[config.mk]
export PLATFORM = sky130hd
export DESIGN_NAME = cdq_front
export DESIGN_NICKNAME = d
export VERILOG_FILES = /design/src/cdq_pkg.sv /design/src/cdq_front.sv
export SDC_FILE = /design/constraint.sdc
export NUM_CORES = 1
export LEC_CHECK = 0
export ABC_AREA = 1
export BUFFER_PORTS_ARGS = -buffer_cell sky130_fd_sc_hd__buf_4
export CAP_MARGIN = 0
export CORE_MARGIN = 3
export CORE_UTILIZATION = 35
export CTS_BUF_LIST = sky130_fd_sc_hd__clkbuf_4 sky130_fd_sc_hd__clkbuf_8
export DETAILED_ROUTE_END_ITERATION = 8
export PLACE_DENSITY = 0.55
export SLEW_MARGIN = 0
export SYNTH_ARGS = -nofsm -noshare
export SYNTH_HDL_FRONTEND = slang
export SYNTH_SLANG_ARGS = --single-unit
[constraint.sdc]
create_clock -name clk -period 4.4 [get_ports clk]
set_clock_uncertainty 0.15 [all_clocks]
set_input_delay 0.88 -clock clk [delete_from_list [all_inputs] [get_ports clk]]
set_output_delay 0.88 -clock clk [all_outputs]
set_load 0.02 [all_outputs]
[src/cdq_pkg.sv]
package cdq_pkg;

  localparam int DEPTH_DEFAULT = 1024;
  localparam int VALUE_W       = 31;
  localparam int POP_W         = 32;
  localparam int OCC_W         = 11;

  localparam logic [POP_W-1:0] POP_NONE = '1;

  typedef enum logic [1:0] {
    OP_PUSH_FRONT = 2'd0,
    OP_POP_FRONT  = 2'd1,
    OP_PUSH_BACK  = 2'd2,
    OP_POP_BACK   = 2'd3
  } op_t;

  typedef enum logic [1:0] {
    ST_OK    = 2'd0,
    ST_EMPTY = 2'd1,
    ST_FULL  = 2'd2
  } status_t;

  typedef enum logic [1:0] {
    CMD_NONE  = 2'd0,
    CMD_WRITE = 2'd1,
    CMD_READ  = 2'd2
  } cmd_kind_t;

  typedef struct packed {
    cmd_kind_t         kind;
    status_t           status;
    logic [OCC_W-1:0]  occupancy;
  } cmd_ctrl_t;

endpackage

[src/cdq_front.sv]
module cdq_front #(
  parameter int DEPTH = cdq_pkg::DEPTH_DEFAULT
) (
  input  logic                              clk,
  input  logic                              rst,
  input  logic                              req_valid,
  output logic                              req_stall,
  input  cdq_pkg::op_t                      op,
  input  logic [cdq_pkg::VALUE_W-1:0]       push_value,
  output logic                              cmd_valid,
  input  logic                              cmd_full,
  output cdq_pkg::cmd_ctrl_t                cmd_ctrl,
  output logic [$clog2(DEPTH)-1:0]          cmd_addr,
  output logic [cdq_pkg::VALUE_W-1:0]       cmd_wdata
);
  import cdq_pkg::*;

  localparam int AW = $clog2(DEPTH);
  localparam int CW = $clog2(DEPTH + 1);

  logic [AW-1:0] front_ptr, front_ptr_next;
  logic [AW-1:0] back_ptr, back_ptr_next;
  logic [CW-1:0] count, count_next;
  logic [AW-1:0] front_inc, front_dec, back_inc, back_dec;
  logic          accept, full, empty;

  assign req_stall = cmd_full;
  assign accept    = req_valid && !cmd_full;
  assign full      = (count == CW'(DEPTH));
  assign empty     = (count == '0);

  // pointers wrap at any depth, not just powers of two
  assign front_inc = (front_ptr == AW'(DEPTH - 1)) ? '0 : front_ptr + AW'(1);
  assign front_dec = (front_ptr == '0) ? AW'(DEPTH - 1) : front_ptr - AW'(1);
  assign back_inc  = (back_ptr == AW'(DEPTH - 1)) ? '0 : back_ptr + AW'(1);
  assign back_dec  = (back_ptr == '0) ? AW'(DEPTH - 1) : back_ptr - AW'(1);

  always_comb begin
    front_ptr_next  = front_ptr;
    back_ptr_next   = back_ptr;
    count_next      = count;
    cmd_ctrl.kind   = CMD_NONE;
    cmd_ctrl.status = ST_OK;
    cmd_addr        = front_ptr;
    unique case (op)
      OP_PUSH_FRONT: begin
        if (full) begin
          cmd_ctrl.status = ST_FULL;
        end else begin
          cmd_ctrl.kind  = CMD_WRITE;
          cmd_addr       = front_dec;
          front_ptr_next = front_dec;
          count_next     = count + CW'(1);
        end
      end
      OP_POP_FRONT: begin
        if (empty) begin
          cmd_ctrl.status = ST_EMPTY;
        end else begin
          cmd_ctrl.kind  = CMD_READ;
          cmd_addr       = front_ptr;
          front_ptr_next = front_inc;
          count_next     = count - CW'(1);
        end
      end
      OP_PUSH_BACK: begin
        if (full) begin
          cmd_ctrl.status = ST_FULL;
        end else begin
          cmd_ctrl.kind = CMD_WRITE;
          cmd_addr      = back_ptr;
          back_ptr_next = back_inc;
          count_next    = count + CW'(1);
        end
      end
      OP_POP_BACK: begin
        if (empty) begin
          cmd_ctrl.status = ST_EMPTY;
        end else begin
          cmd_ctrl.kind = CMD_READ;
          cmd_addr      = back_dec;
          back_ptr_next = back_dec;
          count_next    = count - CW'(1);
        end
      end
      default: begin
        cmd_ctrl.kind = CMD_NONE;
      end
    endcase
    cmd_ctrl.occupancy = OCC_W'(count_next);
  end

  assign cmd_valid = accept;
  assign cmd_wdata = push_value;

  always_ff @(posedge clk) begin
    if (rst) begin
      front_ptr <= '0;
      back_ptr  <= '0;
      count     <= '0;
    end else if (accept) begin
      front_ptr <= front_ptr_next;
      back_ptr  <= back_ptr_next;
      count     <= count_next;
    end
  end

  a_count_bound: assert property (@(posedge clk) disable iff (rst)
    count <= CW'(DEPTH))
    else $error("entry count above depth");

  a_push_grows: assert property (@(posedge clk) disable iff (rst)
    accept && cmd_ctrl.kind == CMD_WRITE |=> count == $past(count) + CW'(1))
    else $error("accepted push did not grow the count");

endmodule

======== Yosys cells after proc, flatten, opt, wreduce, memory -nomap -nowiden ========
Index checks and enable logic that the tools add are counted.
Widths: inputs -> output; s select.
cells by class
  add/sub/neg operators ................... 6
  equal/unequal tests ..................... 9
  muxes and demuxes ....................... 21
  reductions and logical operators ........ 12
operator list
  operator               count
  $mux 10                10
  $pmux 10 s2            2
  $pmux 10 s4            1
  $mux 11                2
  $pmux 11 s2            1
  $add 10x1->10 const B  2
  $eq 10x10->1 const B   2
  $logic_not 10->1       2
  $sub 10x1->10 const B  2
  $add 11x1->11 const B  1
  $eq 11x11->1 const B   1
  $logic_not 11->1       1
  $sub 11x1->11 const B  1
  $pmux 4 s2             1
  $ne 2x2->1 const B     3
  $eq 2x2->1 const B     2
  $mux 2                 2
  $reduce_and 4->1       1
  $reduce_bool 2->1      2
  $reduce_or 2->1        2
  $reduce_and 3->1       1
  $eq 2x1->1 const B     1
  $logic_not 2->1        1
  $mux 1                 2
  2 further kinds        2
word-level totals
  register bits after elaboration ......... 31
  logic and storage cells ................. 51

======== Longest topological paths before layout ========
  word-level depth ........................ 4
  gate-level depth with buffers ........... 13
  mapped depth without buffers ............ 12

======== Worst setup path after synthesis ========
OpenSTA, ideal clock, no wires.
  kind .................................... input-to-output
  start point ............................. input op[0]
  end point ............................... output cmd_addr[7]
  arrival time ............................ 2.028 ns
  path slack .............................. 1.342 ns
  stages .................................. 7
  buffers on the path ..................... 3
  path through ............................ buf_4 > nand2_1 > inv_1 > buf_2 > buf_4 > nand3_1 > a21oi_1
between the ends
  longest elaborated chain between the ends .. 2
RTL lines
  item                                RTL line         source
  start, declared                     cdq_front.sv:8   input cdq_pkg::op_t op,
  $eq 2x2->1 (tied with other cells)  cdq_front.sv:45  unique case (op)
  $pmux 10 s4 *                       cdq_front.sv:45
  end, declared                       cdq_front.sv:13  output logic [$clog2(DEPTH)-1:0] cmd_addr,
Mark *: on every way between the ends. The rest lies on a longest branch, timed or not.

======== Worst setup path after layout ========
  start point ............................. input op[0]
  end point ............................... output cmd_addr[1]
Same word-level chain as after synthesis.

==> impl_results.md <==
- EDFF count, synth: 0
- # port buffers: 32
- CP Data Required Time: 3.37 ns
- Hold WC Path Type: reg2reg
- Die width: 111 um
- Post CTS Setup Buffer Count: 0
- N_diodes: 0
- Total negative slack: 0 ns
- Vias post-DR: 4102
- First-pass DRT Iterations: 4
- CP Launch Type: input pin
- # clock sinks: 31
- Worst hold start: back_ptr[7]$_SDFFE_PP0P_
- Core area: 0.0106 sq mm
- P per Cell Area: 278 mW/mm^2
- Post-DP HPWL: 8.59 mm
- Initial Utilization: 36.7%
- Top FF cell, synth: dfxtp_1
- I/O Pins: 95
- Syn nets: 717
- Top-area cell type share of the netlist area: 18.3%
- Synth Instances: 674
- Layout Cells excl Fill: 787
- P_leak: 2.04 nW
- Initial antenna violation count: 0
- Clk_lat worst skew: 0.30 ns
- Fraction of layout cells with a size suffix above 1: 12.3%
- Hold path cells: 2
- Drt first-iter violations: 243
- FILL cells: 1216
- Total gr overflow: 0
- Layout area overhead: 1.87%
- Commonest non-fill, non-tap cell in the layout: nand2_1
- Max Slew Vio Count: 0
- Power, Total: 1.10 mW
- Final worst-path cycle share: 80.6%
- Relative slew slack: 53.6%
- Top post-synthesis cells by area: nand2_1, dfxtp_1, nand3_1
- Vias in the first global route: 3863
- Storage cell area: 621 sq um
- CTS Hold Bufs: 0
- Outcome: finished, final reports clean
- Total CTS buffers: 5
- Largest net degree at the start of global routing: 31
- Synth Warn #: 0
- Reg-to-Reg Start: front_ptr[0]$_SDFFE_PP0P_
- Post-synth ARST share: 0%
- Global-route wire length before repair: 18.8 mm
- CP arrival: 2.52 ns
- DR vias/cell: 5.21
- CP Capture Type: primary output
- # nets final: 694
- R2r setup slk: 2.21 ns
- Fmax: 0.282 GHz
- Yosys cell types: 33
- Peak VDD IR: 0.000121 V
- Highest-count cells in the layout ignoring fill and taps: nand2_1, nor2_1, inv_1, nand3_1, o21ai_0
- Number of register bits inferred by synthesis: 31
- Die area: 0.0124 sq mm
- Hold EP: back_ptr[7]$_SDFFE_PP0P_
- CTS tree: done
- Die height: 111 um
- Routed Antenna Nets: 0
- Min cycle time layout: 3.55 ns
- GPL Wtd Cong: 0.923
- Cell Area, Synth: 0.00388 sq mm
- Area leader, netlist: nand2_1
- Cells after DPL: 780
- RSZ-0062 raised after global routing: false
- Row count: 37
- Max Cap Viol: 0
- Post-CTS sizing: 0
- Drt wl/cell: 14.3 um
- R2R depth: 12
- Hold Violations, Final: 0
- Least-Margin Pin Slew: 0.694 ns
- CTS clk-pin slew, worst paths: 0.07 ns
- Multi-input logic area: 0.00252 sq mm
- Avg Inst Size Synth: 5.75 sq um
- DRC: 0
- Sequential cell area fraction in the yosys report: 16.0%
- Clk Tree Root Cell: clkbuf_8
- R2r endpoint: front_ptr[0]$_SDFFE_PP0P_
- # setup viols final: 0
- GRT Overall Usage: 17.9%
- CTS max path bufs: 2
- Post-Route WL: 11.3 mm
- CP Class: in2out
- H-tree Lvls: 2
- CP max FO: 20
-- through the flow --
| stage | area (sq um) | worst slack (ns) | utilization, % | hold slack (ns) |
|---|---|---|---|---|
| 5_1_grt | 3950 | 0.636 | 37.4 | 0.528 |
| 2_1_floorplan | 3880 | 1.34 | - | 0.366 |
| 3_5_place_dp | 3860 | 0.856 | 36.6 | 0.436 |
| 3_3_place_gp | 3860 | 0.884 | 36.6 | 0.429 |
| 4_1_cts | 3950 | 0.856 | 37.4 | 0.456 |
| 6_report | 3950 | 0.852 | 37.4 | 0.447 |
-- cell type report --
cell class              instances  share of cell area [%]
clock buffers                   6                    2.09
clock inverters                 1                   0.127
inverters                      76                    7.35
multi-input cells             503                    63.9
flip-flops and latches         31                    15.7
well taps                     136                    4.31
repair buffers                 34                    6.46
-- synthesized netlist by cell type, types with 2 or more instances --
library cell	n
nand3_2	2
nand3_1	64
xor2_1	22
nand4_1	15
ha_1	6
nor2_8	2
o21ai_1	12
nor2_1	73
inv_2	8
buf_2	12
nand2_1	189
inv_1	67
buf_6	7
nand2_4	5
nor3_1	8
buf_4	35
clkbuf_1	9
o21ai_0	35
nand3b_1	5
o211ai_1	9
nand4_4	2
nand2_2	7
o21ai_2	5
dfxtp_1	31
nor2_2	6
a21oi_1	31
-- logic make-up after synthesis --
group | after synthesis | synth area share [%]
compound gates | 94 | 13.3
xor+xnor | 23 | 5.20
fa+ha+maj | 6 | 1.94
simple gates | 380 | 44.7
buf+inv | 140 | 18.9
flops | 31 | 16.0
-- critical path, stage by stage --
cell and delay [ns]:
buf_4 0.21, nand2_1 0.25, inv_1 0.52, nand2_1 0.16
o21ai_0 0.11, o21ai_0 0.12, nand3_1 0.10, buf_4 0.14
-- where the power goes --
part / internal (mW) / switching (mW)
combinational: 0.180 / 0.341
clock: 0.123 / 0.118
sequential: 0.299 / 0.0362
total: 0.601 / 0.496
-- per-layer routing --
| layer | global-route usage [%] | vias to the layer above | routed length [um] |
|---|---|---|---|
| met3 | 2.84 | 36 | 588 |
| met2 | 29.6 | 115 | 5140 |
| met1 | 24.4 | 1872 | 5340 |
| met4 | 4.22 | 0 | 205 |
| li1 | - | 2079 | - |
| met5 | 0 | - | 0 |
-- state kept, by name, indices dropped and copies added (netlist names) --
| register | count |
|---|---|
| back_ptr | 10 |
| count | 11 |
| front_ptr | 10 |
-- worst max path at each step --
stage	from	end	slack (ns)
floorplan	op[0]	cmd_addr[7]	1.34
global placement	op[0]	cmd_addr[8]	0.88
detailed placement	op[0]	cmd_addr[1]	0.86
CTS	op[0]	cmd_addr[1]	0.86
global route	op[0]	cmd_addr[1]	0.64
finish	op[0]	cmd_addr[1]	0.85
Note: power is estimated with default switching activity, not from simulation.
