$ cat src/cdq_pkg.sv
package cdq_pkg;

  localparam int DEPTH_DEFAULT = 1024;
  localparam int VALUE_W       = 31;
  localparam int POP_W         = 32;
  localparam int OCC_W         = 11;

  localparam logic [POP_W-1:0] POP_NONE = '1;

  typedef enum logic [1:0] {
    OP_PUSH_FRONT = 2'd0,
    OP_POP_FRONT  = 2'd1,
    OP_PUSH_BACK  = 2'd2,
    OP_POP_BACK   = 2'd3
  } op_t;

  typedef enum logic [1:0] {
    ST_OK    = 2'd0,
    ST_EMPTY = 2'd1,
    ST_FULL  = 2'd2
  } status_t;

  typedef enum logic [1:0] {
    CMD_NONE  = 2'd0,
    CMD_WRITE = 2'd1,
    CMD_READ  = 2'd2
  } cmd_kind_t;

  typedef struct packed {
    cmd_kind_t         kind;
    status_t           status;
    logic [OCC_W-1:0]  occupancy;
  } cmd_ctrl_t;

endpackage

$ cat src/cdq_cmd_fifo.sv
module cdq_cmd_fifo #(
  parameter int AW = $clog2(cdq_pkg::DEPTH_DEFAULT)
) (
  input  logic                         clk,
  input  logic                         rst,
  input  logic                         wr_valid,
  output logic                         full,
  input  cdq_pkg::cmd_ctrl_t           wr_ctrl,
  input  logic [AW-1:0]                wr_addr,
  input  logic [cdq_pkg::VALUE_W-1:0]  wr_wdata,
  output logic                         rd_valid,
  input  logic                         rd_take,
  output cdq_pkg::cmd_ctrl_t           rd_ctrl,
  output logic [AW-1:0]                rd_addr,
  output logic [cdq_pkg::VALUE_W-1:0]  rd_wdata
);
  import cdq_pkg::*;

  cmd_ctrl_t          ctrl_q  [2];
  logic [AW-1:0]      addr_q  [2];
  logic [VALUE_W-1:0] wdata_q [2];
  logic               wr_ptr, rd_ptr;
  logic [1:0]         count;
  logic               push, pop;

  assign full     = (count == 2'd2);
  assign rd_valid = (count != 2'd0);
  assign push     = wr_valid && !full;
  assign pop      = rd_take && rd_valid;

  assign rd_ctrl  = ctrl_q[rd_ptr];
  assign rd_addr  = addr_q[rd_ptr];
  assign rd_wdata = wdata_q[rd_ptr];

  always_ff @(posedge clk) begin
    if (push) begin
      ctrl_q[wr_ptr]  <= wr_ctrl;
      addr_q[wr_ptr]  <= wr_addr;
      wdata_q[wr_ptr] <= wr_wdata;
    end
  end

  always_ff @(posedge clk) begin
    if (rst) begin
      wr_ptr <= 1'b0;
      rd_ptr <= 1'b0;
      count  <= 2'd0;
    end else begin
      if (push) begin
        wr_ptr <= ~wr_ptr;
      end
      if (pop) begin
        rd_ptr <= ~rd_ptr;
      end
      count <= count + {1'b0, push} - {1'b0, pop};
    end
  end

  a_fifo_bound: assert property (@(posedge clk) disable iff (rst)
    count <= 2'd2)
    else $error("command queue overfilled");

endmodule

$ cat config.mk
export PLATFORM = sky130hd
export DESIGN_NAME = cdq_cmd_fifo
export DESIGN_NICKNAME = d
export VERILOG_FILES = /design/src/cdq_pkg.sv /design/src/cdq_cmd_fifo.sv
export SDC_FILE = /design/constraint.sdc
export NUM_CORES = 1
export LEC_CHECK = 0
export BUFFER_PORTS_ARGS = -buffer_cell sky130_fd_sc_hd__buf_4
export CAP_MARGIN = 20
export CORE_MARGIN = 5
export CORE_UTILIZATION = 35
export DETAILED_ROUTE_END_ITERATION = 12
export GPL_ROUTABILITY_DRIVEN = 0
export PLACE_DENSITY_LB_ADDON = 0.12
export SYNTH_ARGS = -nofsm -noshare
export SYNTH_HDL_FRONTEND = slang
export SYNTH_SLANG_ARGS = --single-unit
$ cat constraint.sdc
create_clock -name clk -period 3.2 [get_ports clk]
set_input_delay 0.64 -clock clk [delete_from_list [all_inputs] [get_ports clk]]
set_output_delay 0.64 -clock clk [all_outputs]
set_load 0.02 [all_outputs]
* Word level (Yosys, flattened, before mapping) *
Memories as Yosys holds them, arrays and structs flattened. A register that Yosys moved wholly into a read port is not among the register bits.
Index checks and enable logic that the tools add are counted.
W data, S select, Z words.

storage, ports and cells
  input bits = 60
  memories = 3
  RAM bits = 112
  word-level logic and storage cells = 23
  register bits = 4
  output and inout port bits = 58

cells by class
  bitwise logic cells = 2
  reductions and logical operators = 4
  add/subtract/negate cells = 2
  eq/ne operators = 1
  muxes and demuxes = 8

memories
  name     words  width  rd ports  clocked after Yosys merged registers in  write ports  RTL line            RTL
  wdata_q  2      31     1         1                                        1            cdq_cmd_fifo.sv:21  logic [VALUE_W-1:0] wdata_q [2];
  ctrl_q   2      15     1         1                                        1            cdq_cmd_fifo.sv:19  cmd_ctrl_t ctrl_q [2];
  addr_q   2      10     1         1                                        1            cdq_cmd_fifo.sv:20  logic [AW-1:0] addr_q [2];

operator list
  cell                  number
  $mux W1               8
  $add A2 B1 Y2         1
  $eq A2 B2 Y1 const B  1
  $logic_and A1 B1 Y1   2
  $not A1 Y1            2
  $reduce_bool A2 Y1    1
  $sub A2 B1 Y2         1
  $logic_not A1 Y1      1

* Longest topological paths before layout *
Gate-level depths: netlist (run 1).

  depth after elaboration = 5
  depth in mapped cells = 8
  depth with buffers taken out = 8

* Worst setup path before layout (run 1) *
No wires, ideal clock.

  path type = input to register
  start = input wr_valid
  end = memory addr_q[0][0] (netlist name), enable pin
  stages = 3
  path buffers = 0
  path slack = 659 ps
  data required time = 2,790 ps
  setup time = 410 ps
  arrival time = 2,131 ps
  cells stage by stage = inv_1 > or3_1 > inv_1

on the way
  cells in the longest elaborated chain, start to end = 3

ends and longest elaborated chain
  item                           RTL line            RTL
  start, declared                cdq_cmd_fifo.sv:6   input logic wr_valid,
  $logic_and A1 B1 Y1            cdq_cmd_fifo.sv:28  assign push = wr_valid && !full;
  $mux W1                        cdq_cmd_fifo.sv:36  if (push) begin
  $mux W1 (implied by the code)  cdq_cmd_fifo.sv:38  addr_q[wr_ptr] <= wr_addr;
  end, declared                  cdq_cmd_fifo.sv:20

Every way passes these cells.

==> results of run 1 <==
stage by stage:
step	instance area (um^2)	util	setup slack, ns	power [mW]
final	5970	0.497	0.732	5.16
after global routing	5970	0.497	0.631	5.39
after CTS	5970	0.497	0.658	5.24
after detailed placement	5360	0.446	1.10	3.25
after global placement	5360	0.446	1.11	3.24
after floorplan	4290	-	0.659	2.72
worst max-delay path: stages (launching register included):
cell and delay [ns]:
dfxtp_2 0.51, buf_4 0.36, mux2_1 0.39, buf_4 0.17
logic make-up (layout without fill, tap and decap cells):
family,Yosys count,count (layout)
flip-flops,117,117
adder cells (fa/ha/maj),2,2
XOR/XNOR,3,3
multiplexers,56,56
AO/OA/AOI/OAI,3,3
buffers and inverters,10,158
AND/OR/NAND/NOR,9,9
state kept, by name, indices dropped and copies added, names as in the netlist, named ones only:
signal	count
wr_ptr	1
wdata_q	62
rd_ptr	1
count	2
ctrl_q	30
addr_q	20
placed cells by master (no fill, tap or decap):
cell type / instances
and3_2: 1
clkinv_2: 1
mux2_1: 56
o21a_2: 1
nand2_1: 1
clkinvlp_4: 1
nor2_1: 3
dfxtp_1: 4
clkbuf_1: 1
clkinv_1: 7
o21ai_0: 1
xnor2_1: 2
buf_4: 120
clkbuf_16: 17
nand2b_2: 1
dfxtp_2: 1
edfxtp_1: 112
nor2b_1: 1
a21oi_1: 1
or3_1: 1
inv_1: 2
bufinv_16: 5
inv_2: 2
ha_1: 2
or2_2: 1
xor2_1: 1
buf_12: 2
per-layer routing:
layer,part of all wire,global-route usage
met1,0.40,0.134
met2,0.50,0.193
met3,0.087,0.0603
met4,0.015,0.0616
met5,0,0
path summary, 6_finish.rpt:
kind                                  endpoint  slack [ns]  depth (start not counted)
worst min register to register          wr_ptr        0.50                          2
worst min-delay path            wdata_q[1][30]        0.42                          1
worst max register to register  wdata_q[1][13]        1.38                          3
worst max-delay path                rd_addr[1]        0.73                          3
power by group:
group	internal, mW	switching [mW]	total (mW)
sequential	1.90	0.0625	1.97
clock	1.36	0.611	1.97
combinational	0.544	0.679	1.22
total	3.81	1.35	5.16
final cells by class:
type	count	area, um^2
Clock buffer	18	429
Clock inverter	14	189
Fill cell	1012	6040
Inverter	4	15.0
Multi-Input combinational cell	73	751
Sequential cell	117	3460
Tap cell	147	184
Timing Repair Buffer	122	941
==> metrics.md, run 1 <==
| Metric | Value |
|---|---|
| Final net count | 397 |
| Unrepaired setup endpoints after global routing | false |
| Layout area overhead | 39.3% |
| H-tree levels | 4 |
| # setup viols final | 0 |
| Layout cells sized above 1 | 0.440 |
| Synth top area share | 0.785 |
| DRC Markers | 0 |
| Pin count of the biggest net entering global routing | 57 |
| Initial antenna violation count | 0 |
| Worst-Margin Slew | 0.599 ns |
| Post_cts resized | 0 |
| Largest family of logic cells by synthesized area | multiplexers |
| Die X-Extent | 121 um |
| EDFF count, synth | approximately 110 |
| Status | completed |
| Fin Setup TNS | 0 ns |
| Clk buf depth | 2 |
| Critical path peak fanout | 20 |
| Finished Layout Cells | 495 |
| Synthesized-area fraction occupied by adder cells | 0.00584 |
| F_max | 405 MHz |
| Root Driver | clkbuf_16 |
| Vias in the first global route | between 2000 and 2500 |
| Die span in y | 121 um |
| Most frequent cell after synthesis | edfxtp_1 |
| Max cap viols | 0 |
| Crit path DAT | 1.83 ns |
| Yosys reg bits | 117 |
| N_diodes | 0 |
| Crit. End Element | primary output |
| Initial DRC count | 79 |
| Synthesized net count | 262 |
| Post-detail-place hpwl | about 5400 um |
| Setup bufs post-CTS | 0 |
| Starting density of the core | 0.357 |
| Drt wl/cell | 16.9 um |
| Vias | 2237 |
| Antenna-violating nets left | 0 |
| Number of buffers added on ports | 117 |
| Clock Latency Late Sink | 0.40 ns |
| Worst Setup Path Type | reg -> out |
| First-pass GRT wire length | 13000 um |
| Post-synthesis cell area | roughly 4300 um^2 |
| Overall Global Routing Usage | 0.121 |
| Max IR drop VDD | roughly 400 uV |
| Post-synth ARST share | 0 |
| Yosys top cell by area | edfxtp_1 |
| Clock Skews | about 0.0059 ns |
| Hold Path Class | in -> reg |
| Placed Cells | 463 |
| Hold Buf Count CTS | 0 |
| Slew Viols, Final | 0 |
| Worst Setup Start Kind | register |
| Worst r2r src | count[0] |
| PwrDens | 863 nW/um^2 |
| Minimum clock period | 2.47 ns |
| Final period utilization | 0.771 |
| Die area | 14600 um^2 |
| Clk sinks | around 120 |
| Hold_ws | 0.420 ns |
| Vias per inst | 4.52 |
| WP data required | around 2.6 ns |
| Num ports | 118 |
| Core Region | ~12000 um^2 |
| Simple-Gate Fraction of Synth Area | 0.0117 |
| TritonRoute pass-1 iters | 4 |
| Mux cell area share after synthesis | 0.147 |
| Max-Slew Margin vs Limit | 0.601 |
| Total grt overflow | 0 |
| Top cells by instance count after synthesis | edfxtp_1 (112), mux2_1 (56), dfxtp_1 (5) |
| Clock-pin transition on the worst setup and hold timing paths | 0.05 ns |
| Post-Syn Instances | 200 |
| Ranking of synthesized cells by area | edfxtp_1 (78%), mux2_1 (15%), dfxtp_1 (2.3%) |
| Fin. Hold Viols | 0 |
| Post-synth cell types | 21 |
| Total CTS buffers | 17 |
| Post-Synth XOR/XNOR Area | 0.00613 |
| TritonCTS clock tree | built |
| Sequential element share of the synthesized area | 0.808 |
| Hold Path Origin | wr_wdata[30] |
| Synth Area in Compound Gates | 0.00438 |
| Mean post-synth cell area | 21.4 um^2 |
| Rows | 40 |
| Final wirelength | 8340 um |
| Post-synth top flop | edfxtp_1 |
| Pleak | 2.28 nW |
| Syn. warnings | 0 |
No activity file was read; power rests on OpenSTA's default activity.
==> inputs of run 2 (changes only) <==
--- a/config.mk
+++ b/config.mk
@@ -5,6 +5,7 @@
 export SDC_FILE = /design/constraint.sdc
 export NUM_CORES = 1
 export LEC_CHECK = 0
+export ABC_AREA = 1
 export BUFFER_PORTS_ARGS = -buffer_cell sky130_fd_sc_hd__buf_4
 export CAP_MARGIN = 20
 export CORE_MARGIN = 5
==> constraint.sdc (replaced) <==
create_clock -name clk -period 2.2 [get_ports clk]
set_input_delay 0.44 -clock clk [delete_from_list [all_inputs] [get_ports clk]]
set_output_delay 0.44 -clock clk [all_outputs]
set_load 0.02 [all_outputs]
==> metrics.md, run 2 <==
| Metric | Value |
|---|---|
| First-pass GRT wire length | 12200 um (-5.9%) |
| Layout cells sized above 1 | 0.596 (+0.156) |
| Sequential element share of the synthesized area | 0.778 (-0.0302) |
| Top reg by flops | wdata_q |
| Flip-flop count of the largest register after layout | 62 (unchanged) |
| Post-synth top flop | edfxtp_1 |
| Die area | 15100 um^2 (+3.6%) |
| Clock-pin transition on the worst setup and hold timing paths | 0.05 ns (about the same) |
| Pleak | 2.46 nW (+7.6%) |
| Largest family of logic cells by synthesized area | multiplexers |
| Post-synth cell types | 12 (-43%) |
| Yosys reg bits | 117 (unchanged) |
| Initial DRC count | 84 (+6.3%) |
| Post-Synth XOR/XNOR Area | 0 (-0.00613) |
| Worst path cell trace | buf_4, mux2_2, buf_4 |
| TritonRoute pass-1 iters | 4 (unchanged) |
| Vias per inst | 4.31 (-4.6%) |
| Clk sinks | 117 (unchanged) |
| Pin count of the biggest net entering global routing | 35 (-39%) |
| Clk buf depth | 2 (unchanged) |
| Crit-path slowest cell | dfxtp_4 |
| Setup bufs post-CTS | 2 (+2) |
| TritonCTS clock tree | built |
| Root Driver | clkbuf_16 |
| Commonest cells after routing, fill and taps aside | buf_4 (121), edfxtp_1 (112), mux2_4 (40), clkbuf_16 (17), mux2_2 (16) |
| Placement Cell Area | 5610 um^2 (+4.8%) |
| Vias | 2310 (+3.3%) |
| Synthesized-area fraction occupied by adder cells | 0.00562 (-0.000218) |
| Fin Setup TNS | 0 ns (unchanged) |
| Final period utilization | 0.904 |
| EDFF count, synth | 112 (unchanged) |
| Crit. End Element | primary output |
| H-tree levels | 4 (unchanged) |
| Crit path DAT | 1.55 ns (-0.28 ns) |
| Final net count | 413 (+4.0%) |
| Max-Slew Margin vs Limit | 0.725 (+0.124) |
| Worst Setup Start Kind | register |
| Synth top area share | 0.755 (-0.0293) |
| Post_cts resized | 0 (unchanged) |
| Clock Skews | 0.00798 ns (+0.00204 ns) |
| Overall Global Routing Usage | 0.114 (-0.00780) |
| Final wirelength | 8160 um (-2.1%) |
| Die span in y | 123 um (+1.8%) |
| Synthesized net count | 274 (+4.6%) |
| Hold_ws | 0.191 ns (-0.228 ns) |
| Hold Buf Count CTS | 0 (unchanged) |
| Critical path peak fanout | 9 (-55%) |
| Commonest non-fill, non-tap cell in the layout | buf_4 |
| Syn. warnings | 0 (unchanged) |
| PwrDens | 1250 nW/um^2 (+45%) |
| Mux cell area share after synthesis | 0.175 (+0.0282) |
| Slew Viols, Final | 0 (unchanged) |
| Layout area overhead | 40.0% |
| Drt wl/cell | 15.2 um (-9.6%) |
| Yosys top cell by area | edfxtp_1 |
| Post-detail-place hpwl | 5390 um (-0.82%) |
| Most frequent cell after synthesis | edfxtp_1 |
| Worst-Margin Slew | 0.411 ns (-0.187 ns) |
| DRC Markers | 0 (unchanged) |
| Minimum clock period | just under 2 ns |
| Mean post-synth cell area | 21.0 um^2 (-2.0%) |
| Rows | 41 (+2.5%) |
| # setup viols final | 0 (unchanged) |
| Unrepaired setup endpoints after global routing | false |
| Num ports | 118 (unchanged) |
| Vias in the first global route | 2446 (-1.8%) |
| Status | completed |
| Post-synthesis cell area | 4450 um^2 (+3.9%) |
| Synth Area in Compound Gates | 0.00225 (-0.00213) |
| Total grt overflow | 0 (unchanged) |
| Post-synth ARST share | 0 (unchanged) |
| Worst r2r src | count[0] |
| Number of buffers added on ports | 117 (unchanged) |
| Hold Path Class | in -> reg |
| Starting density of the core | 0.354 (-0.00257) |
| Top Family by Delay on Critical Path | flip-flops |
| Ranking of synthesized cells by area | edfxtp_1 (76%), mux2_4 (13%), mux2_2 (4.0%) |
| Post-Syn Instances | 212 (+6.0%) |
| Clock Latency Late Sink | 0.41 ns (about the same) |
| Die X-Extent | 123 um (+1.8%) |
| Design Area, Final | 6230 um^2 (+4.4%) |
| Largest registers | wdata_q x62, ctrl_q x30, addr_q x20 |
| N_diodes | 0 (unchanged) |
| Max IR drop VDD | 667 uV (+66%) |
| Crit path buf inv count | 2 (unchanged) |
| Antenna-violating nets left | 0 (unchanged) |
| F_max | 503 MHz |
| Max cap viols | 0 (unchanged) |
| Fin. Hold Viols | 0 (unchanged) |
| Max stage delay on crit path | 0.40 ns (-0.11 ns) |
| Total CTS buffers | 17 (unchanged) |
| CP most frequent cell | buf_4 |
| Simple-Gate Fraction of Synth Area | 0.0177 (+0.00603) |
| WP data required | 1.76 ns (-0.80 ns) |
| Core Region | 12600 um^2 (+4.6%) |
| Hold Path Origin | rst |
| Worst Setup Path Type | reg -> out |
| Initial antenna violation count | 0 (unchanged) |
| Top cells by instance count after synthesis | edfxtp_1 (112), mux2_4 (40), mux2_2 (16) |
[run 2: cell count changes after synthesis, sizes merged, moves of 2 or more]
cell | previous run | this run
xnor2 | 2 | 0
inv | 4 | 9
nor2 | 3 | 9
nand3 | 0 | 3
nand2 | 1 | 8
[run 2: layout make-up]
class                   count  area [um^2]
clock buffers              17          425
clock inverters            15          183
fillers                  1094         6330
inverters                   9         33.8
multi-input cells          80          902
flip-flops and latches    117         3470
well taps                 172          215
repair buffers            126         1010
[run 2: worst paths after layout]
path	to	slack (ns)	cells past startpoint
worst max-delay path	rd_addr[3]	0.21	3
worst min-delay path	count[0]	0.19	2
worst max register to register	count[1]	0.65	10
worst min register to register	register	0.51	2
[run 2: cell families (layout without fill, tap and decap cells)]
group / Yosys count / count (layout)
DFF: 117 / 117
and+or+nand+nor: 20 / 20
buffers and inverters: 15 / 167
AOI/OAI and AO/OA: 2 / 2
adders and majority gates: 2 / 2
muxes: 56 / 56
[run 2: report_power, final]
part           total, mW  switching [mW]  internal, mW
clock               2.75           0.967          1.78
combinational       2.13            1.08          1.05
sequential          2.92          0.0947          2.82
[run 2: worst register-to-register path: stages, from the launching register on]
cell and delay, ns:
dfxtp_1 0.35, inv_1 0.06, nand2_1 0.12, nand2_1 0.12
ha_1 0.29, inv_1 0.04, ha_1 0.18, inv_1 0.05
nand2_1 0.06, a21oi_1 0.12, nor2_1 0.06
[run 2: per-layer routing]
metal | global-route usage | up-vias | part of all wire
li1 | - | 1100 | -
met1 | 0.121 | 1114 | 0.40
met2 | 0.179 | 84 | 0.48
met3 | 0.0659 | 12 | 0.095
met4 | 0.0567 | 0 | 0.019
met5 | 0 | - | 0
[run 2: metrics by stage]
stage          worst slack, ns  utilization  cells  power, mW
6_report                 0.211        0.496    536       7.80
5_1_grt                  0.141        0.496    536       8.17
4_1_cts                  0.172        0.496    536       7.94
3_5_place_dp             0.417        0.446    502       5.13
3_3_place_gp             0.414        0.446    502       5.12
2_1_floorplan            0.114            -    212       4.30
==> inputs of run 3 (changes only) <==
--- a/config.mk
+++ b/config.mk
@@ -12,6 +12,7 @@
 export CORE_UTILIZATION = 35
 export DETAILED_ROUTE_END_ITERATION = 12
 export GPL_ROUTABILITY_DRIVEN = 0
+export HOLD_SLACK_MARGIN = 0.06
 export PLACE_DENSITY_LB_ADDON = 0.12
 export SYNTH_ARGS = -nofsm -noshare
 export SYNTH_HDL_FRONTEND = slang
==> constraint.sdc (replaced) <==
create_clock -name clk -period 2.3 [get_ports clk]
set_input_delay 0.46 -clock clk [delete_from_list [all_inputs] [get_ports clk]]
set_output_delay 0.46 -clock clk [all_outputs]
set_load 0.02 [all_outputs]
==> metrics.md, run 3 (same netlist as run 2, synthesis figures left out) <==
| Metric | Value |
|---|---|
| Worst Setup Path Type | reg -> out |
| TritonCTS clock tree | built |
| Final period utilization | 0.897 |
| Core Region | 12600 um^2 (unchanged) |
| Antenna-violating nets left | 0 (unchanged) |
| Initial antenna violation count | 0 (unchanged) |
| Clock Skews | 0.00643 ns (-0.00154 ns) |
| Flip-flop count of the largest register after layout | 62 (unchanged) |
| Status | completed |
| Final wirelength | 8300 um (+1.6%) |
| Critical path peak fanout | 21 (+12) |
| First-pass GRT wire length | 12500 um (+2.5%) |
| Worst-Margin Slew | 0.397 ns (-0.0145 ns) |
| Max IR drop VDD | 625 uV (-6.4%) |
| Final Util | 0.491 (-0.00488) |
| N_diodes | 0 (unchanged) |
| Overall Global Routing Usage | 0.116 (+0.00257) |
| Vias | 2290 (-0.87%) |
| Hold Path Origin | rst |
| Rows | 41 (unchanged) |
| Layout area overhead | 38.6% |
| Fill count | 1069 (-2.3%) |
| Vias per inst | 4.29 (-0.49%) |
| Root Driver | clkbuf_16 |
| NetSw | 1.98 mW (-7.5%) |
| Placed Cells | 501 (-0.20%) |
| Clk sinks | 117 (unchanged) |
| Total CTS buffers | 17 (unchanged) |
| WP data required | 1.84 ns (+0.08 ns) |
| Commonest non-fill, non-tap cell in the layout | buf_4 |
| Gate power share | 0.273 (about the same) |
| Die area | 15100 um^2 (unchanged) |
| Area of the multi-input gates | 902 um^2 (unchanged) |
| Largest registers | wdata_q x62, ctrl_q x30, addr_q x20 |
| Final net count | 411 (-0.48%) |
| Fin Setup TNS | 0 ns (unchanged) |
| Clk network pwr share | 0.344 (-0.008) |
| Minimum clock period | 2.06 ns |
| Max cap viols | 0 (unchanged) |
| Slew Viols, Final | 0 (unchanged) |
| Num ports | 118 (unchanged) |
| Crit path DAT | 1.60 ns (+0.05 ns) |
| PwrDens | 1190 nW/um^2 (-5.0%) |
| F_max | a little under 500 MHz |
| Max-Slew Margin vs Limit | 0.735 (+0.00946) |
| # setup viols final | 0 (unchanged) |
| Fin. Hold Viols | 0 (unchanged) |
| Seq pwr share | 0.382 (+0.008) |
| Drt wl/cell | 15.5 um (+2.0%) |
| Top reg by flops | wdata_q |
| Clock-pin transition on the worst setup and hold timing paths | 0.05 ns (about the same) |
| Commonest cells after routing, fill and taps aside | buf_4 (119), edfxtp_1 (112), mux2_4 (40), clkbuf_16 (17), mux2_2 (16) |
| Vias in the first global route | 2485 (+1.6%) |
| Unrepaired setup endpoints after global routing | false |
| Pleak | 2.44 nW (-0.72%) |
| Net Sw Frac | 0.270 (-0.00481) |
| Crit. End Element | primary output |
| Pin count of the biggest net entering global routing | 36 (+2.9%) |
| H-tree levels | 4 (unchanged) |
| Clk buf depth | 2 (unchanged) |
| Starting density of the core | 0.354 (unchanged) |
| Hold Path Class | in -> reg |
| Number of buffers added on ports | 117 (unchanged) |
| Total grt overflow | 0 (unchanged) |
| Post_cts resized | 0 (unchanged) |
| Worst r2r src | count[0] |
| Reg area | 3470 um^2 (unchanged) |
| Post-detail-place hpwl | 5500 um (+2.1%) |
| Layout cells sized above 1 | 0.577 (-0.0188) |
| TritonRoute pass-1 iters | 4 (unchanged) |
| Hold Buf Count CTS | 0 (unchanged) |
| Internal power | 5.36 mW (-5.3%) |
| Initial DRC count | 121 (+44%) |
| Worst Setup Start Kind | register |
| Die span in y | 123 um (unchanged) |
| Clock Latency Late Sink | 0.41 ns (about the same) |
| Finished Layout Cells | 534 (-0.37%) |
| DRC Markers | 0 (unchanged) |
| Die X-Extent | 123 um (unchanged) |
run 3: cell types whose count changed in the layout (fill, tap and decap cells not counted), sizes merged:
cell / before / now
clkbuf: 17 / 18
buf: 126 / 124
clkinvlp: 4 / 1
clkinv: 7 / 10
inv: 10 / 9
run 3: per-stage QoR:
step / setup WS [ns] / hold WS [ns] / total power [mW] / cell area [um^2]
floorplan: 0.214 / 0.467 / 4.11 / 4460
global placement: 0.500 / 0.489 / 4.88 / 5590
detailed placement: 0.474 / 0.505 / 4.90 / 5590
CTS: 0.0262 / 0.189 / 7.45 / 6160
global route: 0.132 / 0.195 / 7.69 / 6170
finish: 0.236 / 0.215 / 7.34 / 6170
run 3: power groups by stage:
| stage | Combinational [mW] | Clock, mW | Sequential (mW) |
|---|---|---|---|
| after floorplan | 1.30 | 0 | 2.81 |
| after global placement | 2.01 | 0 | 2.87 |
| after detailed placement | 2.01 | 0 | 2.88 |
| after CTS | 2.02 | 2.59 | 2.84 |
| after global routing | 2.16 | 2.69 | 2.84 |
| final | 2.01 | 2.53 | 2.81 |
run 3: final timing paths:
kind         slack (ns)      endpoint  depth (start not counted)
max                0.24   rd_ctrl[14]                          3
min                0.22      count[0]                          2
min reg2reg        0.51        rd_ptr                          2
max reg2reg        0.69  addr_q[0][5]                          5
run 3: final cells by class:
| type | count | share of cell area |
|---|---|---|
| clock buffers | 18 | 0.0695 |
| clock inverters | 14 | 0.0229 |
| inverters | 9 | 0.00547 |
| multi-input cells | 80 | 0.146 |
| flip-flops and latches | 117 | 0.562 |
| well taps | 172 | 0.0349 |
| repair buffers | 124 | 0.160 |
run 3: repair_timing:
item	CTS	global route
setup buffers	0	1
setup endpoints to repair	0	3
endpoints found under the hold margin	0	0
run 3: critical path: stages (launching register included):
cell	delay (ns)
dfxtp_4	0.46
buf_12	0.23
mux2_2	0.35
buf_4	0.16
run 3: layer usage:
| metal | wire length (um) | GRT usage | vias up |
|---|---|---|---|
| li1 | - | - | 1090 |
| met1 | 3260 | 0.125 | 1107 |
| met2 | 4120 | 0.184 | 80 |
| met3 | 747 | 0.0558 | 13 |
| met4 | 172 | 0.0714 | 0 |
| met5 | 0 | 0 | - |
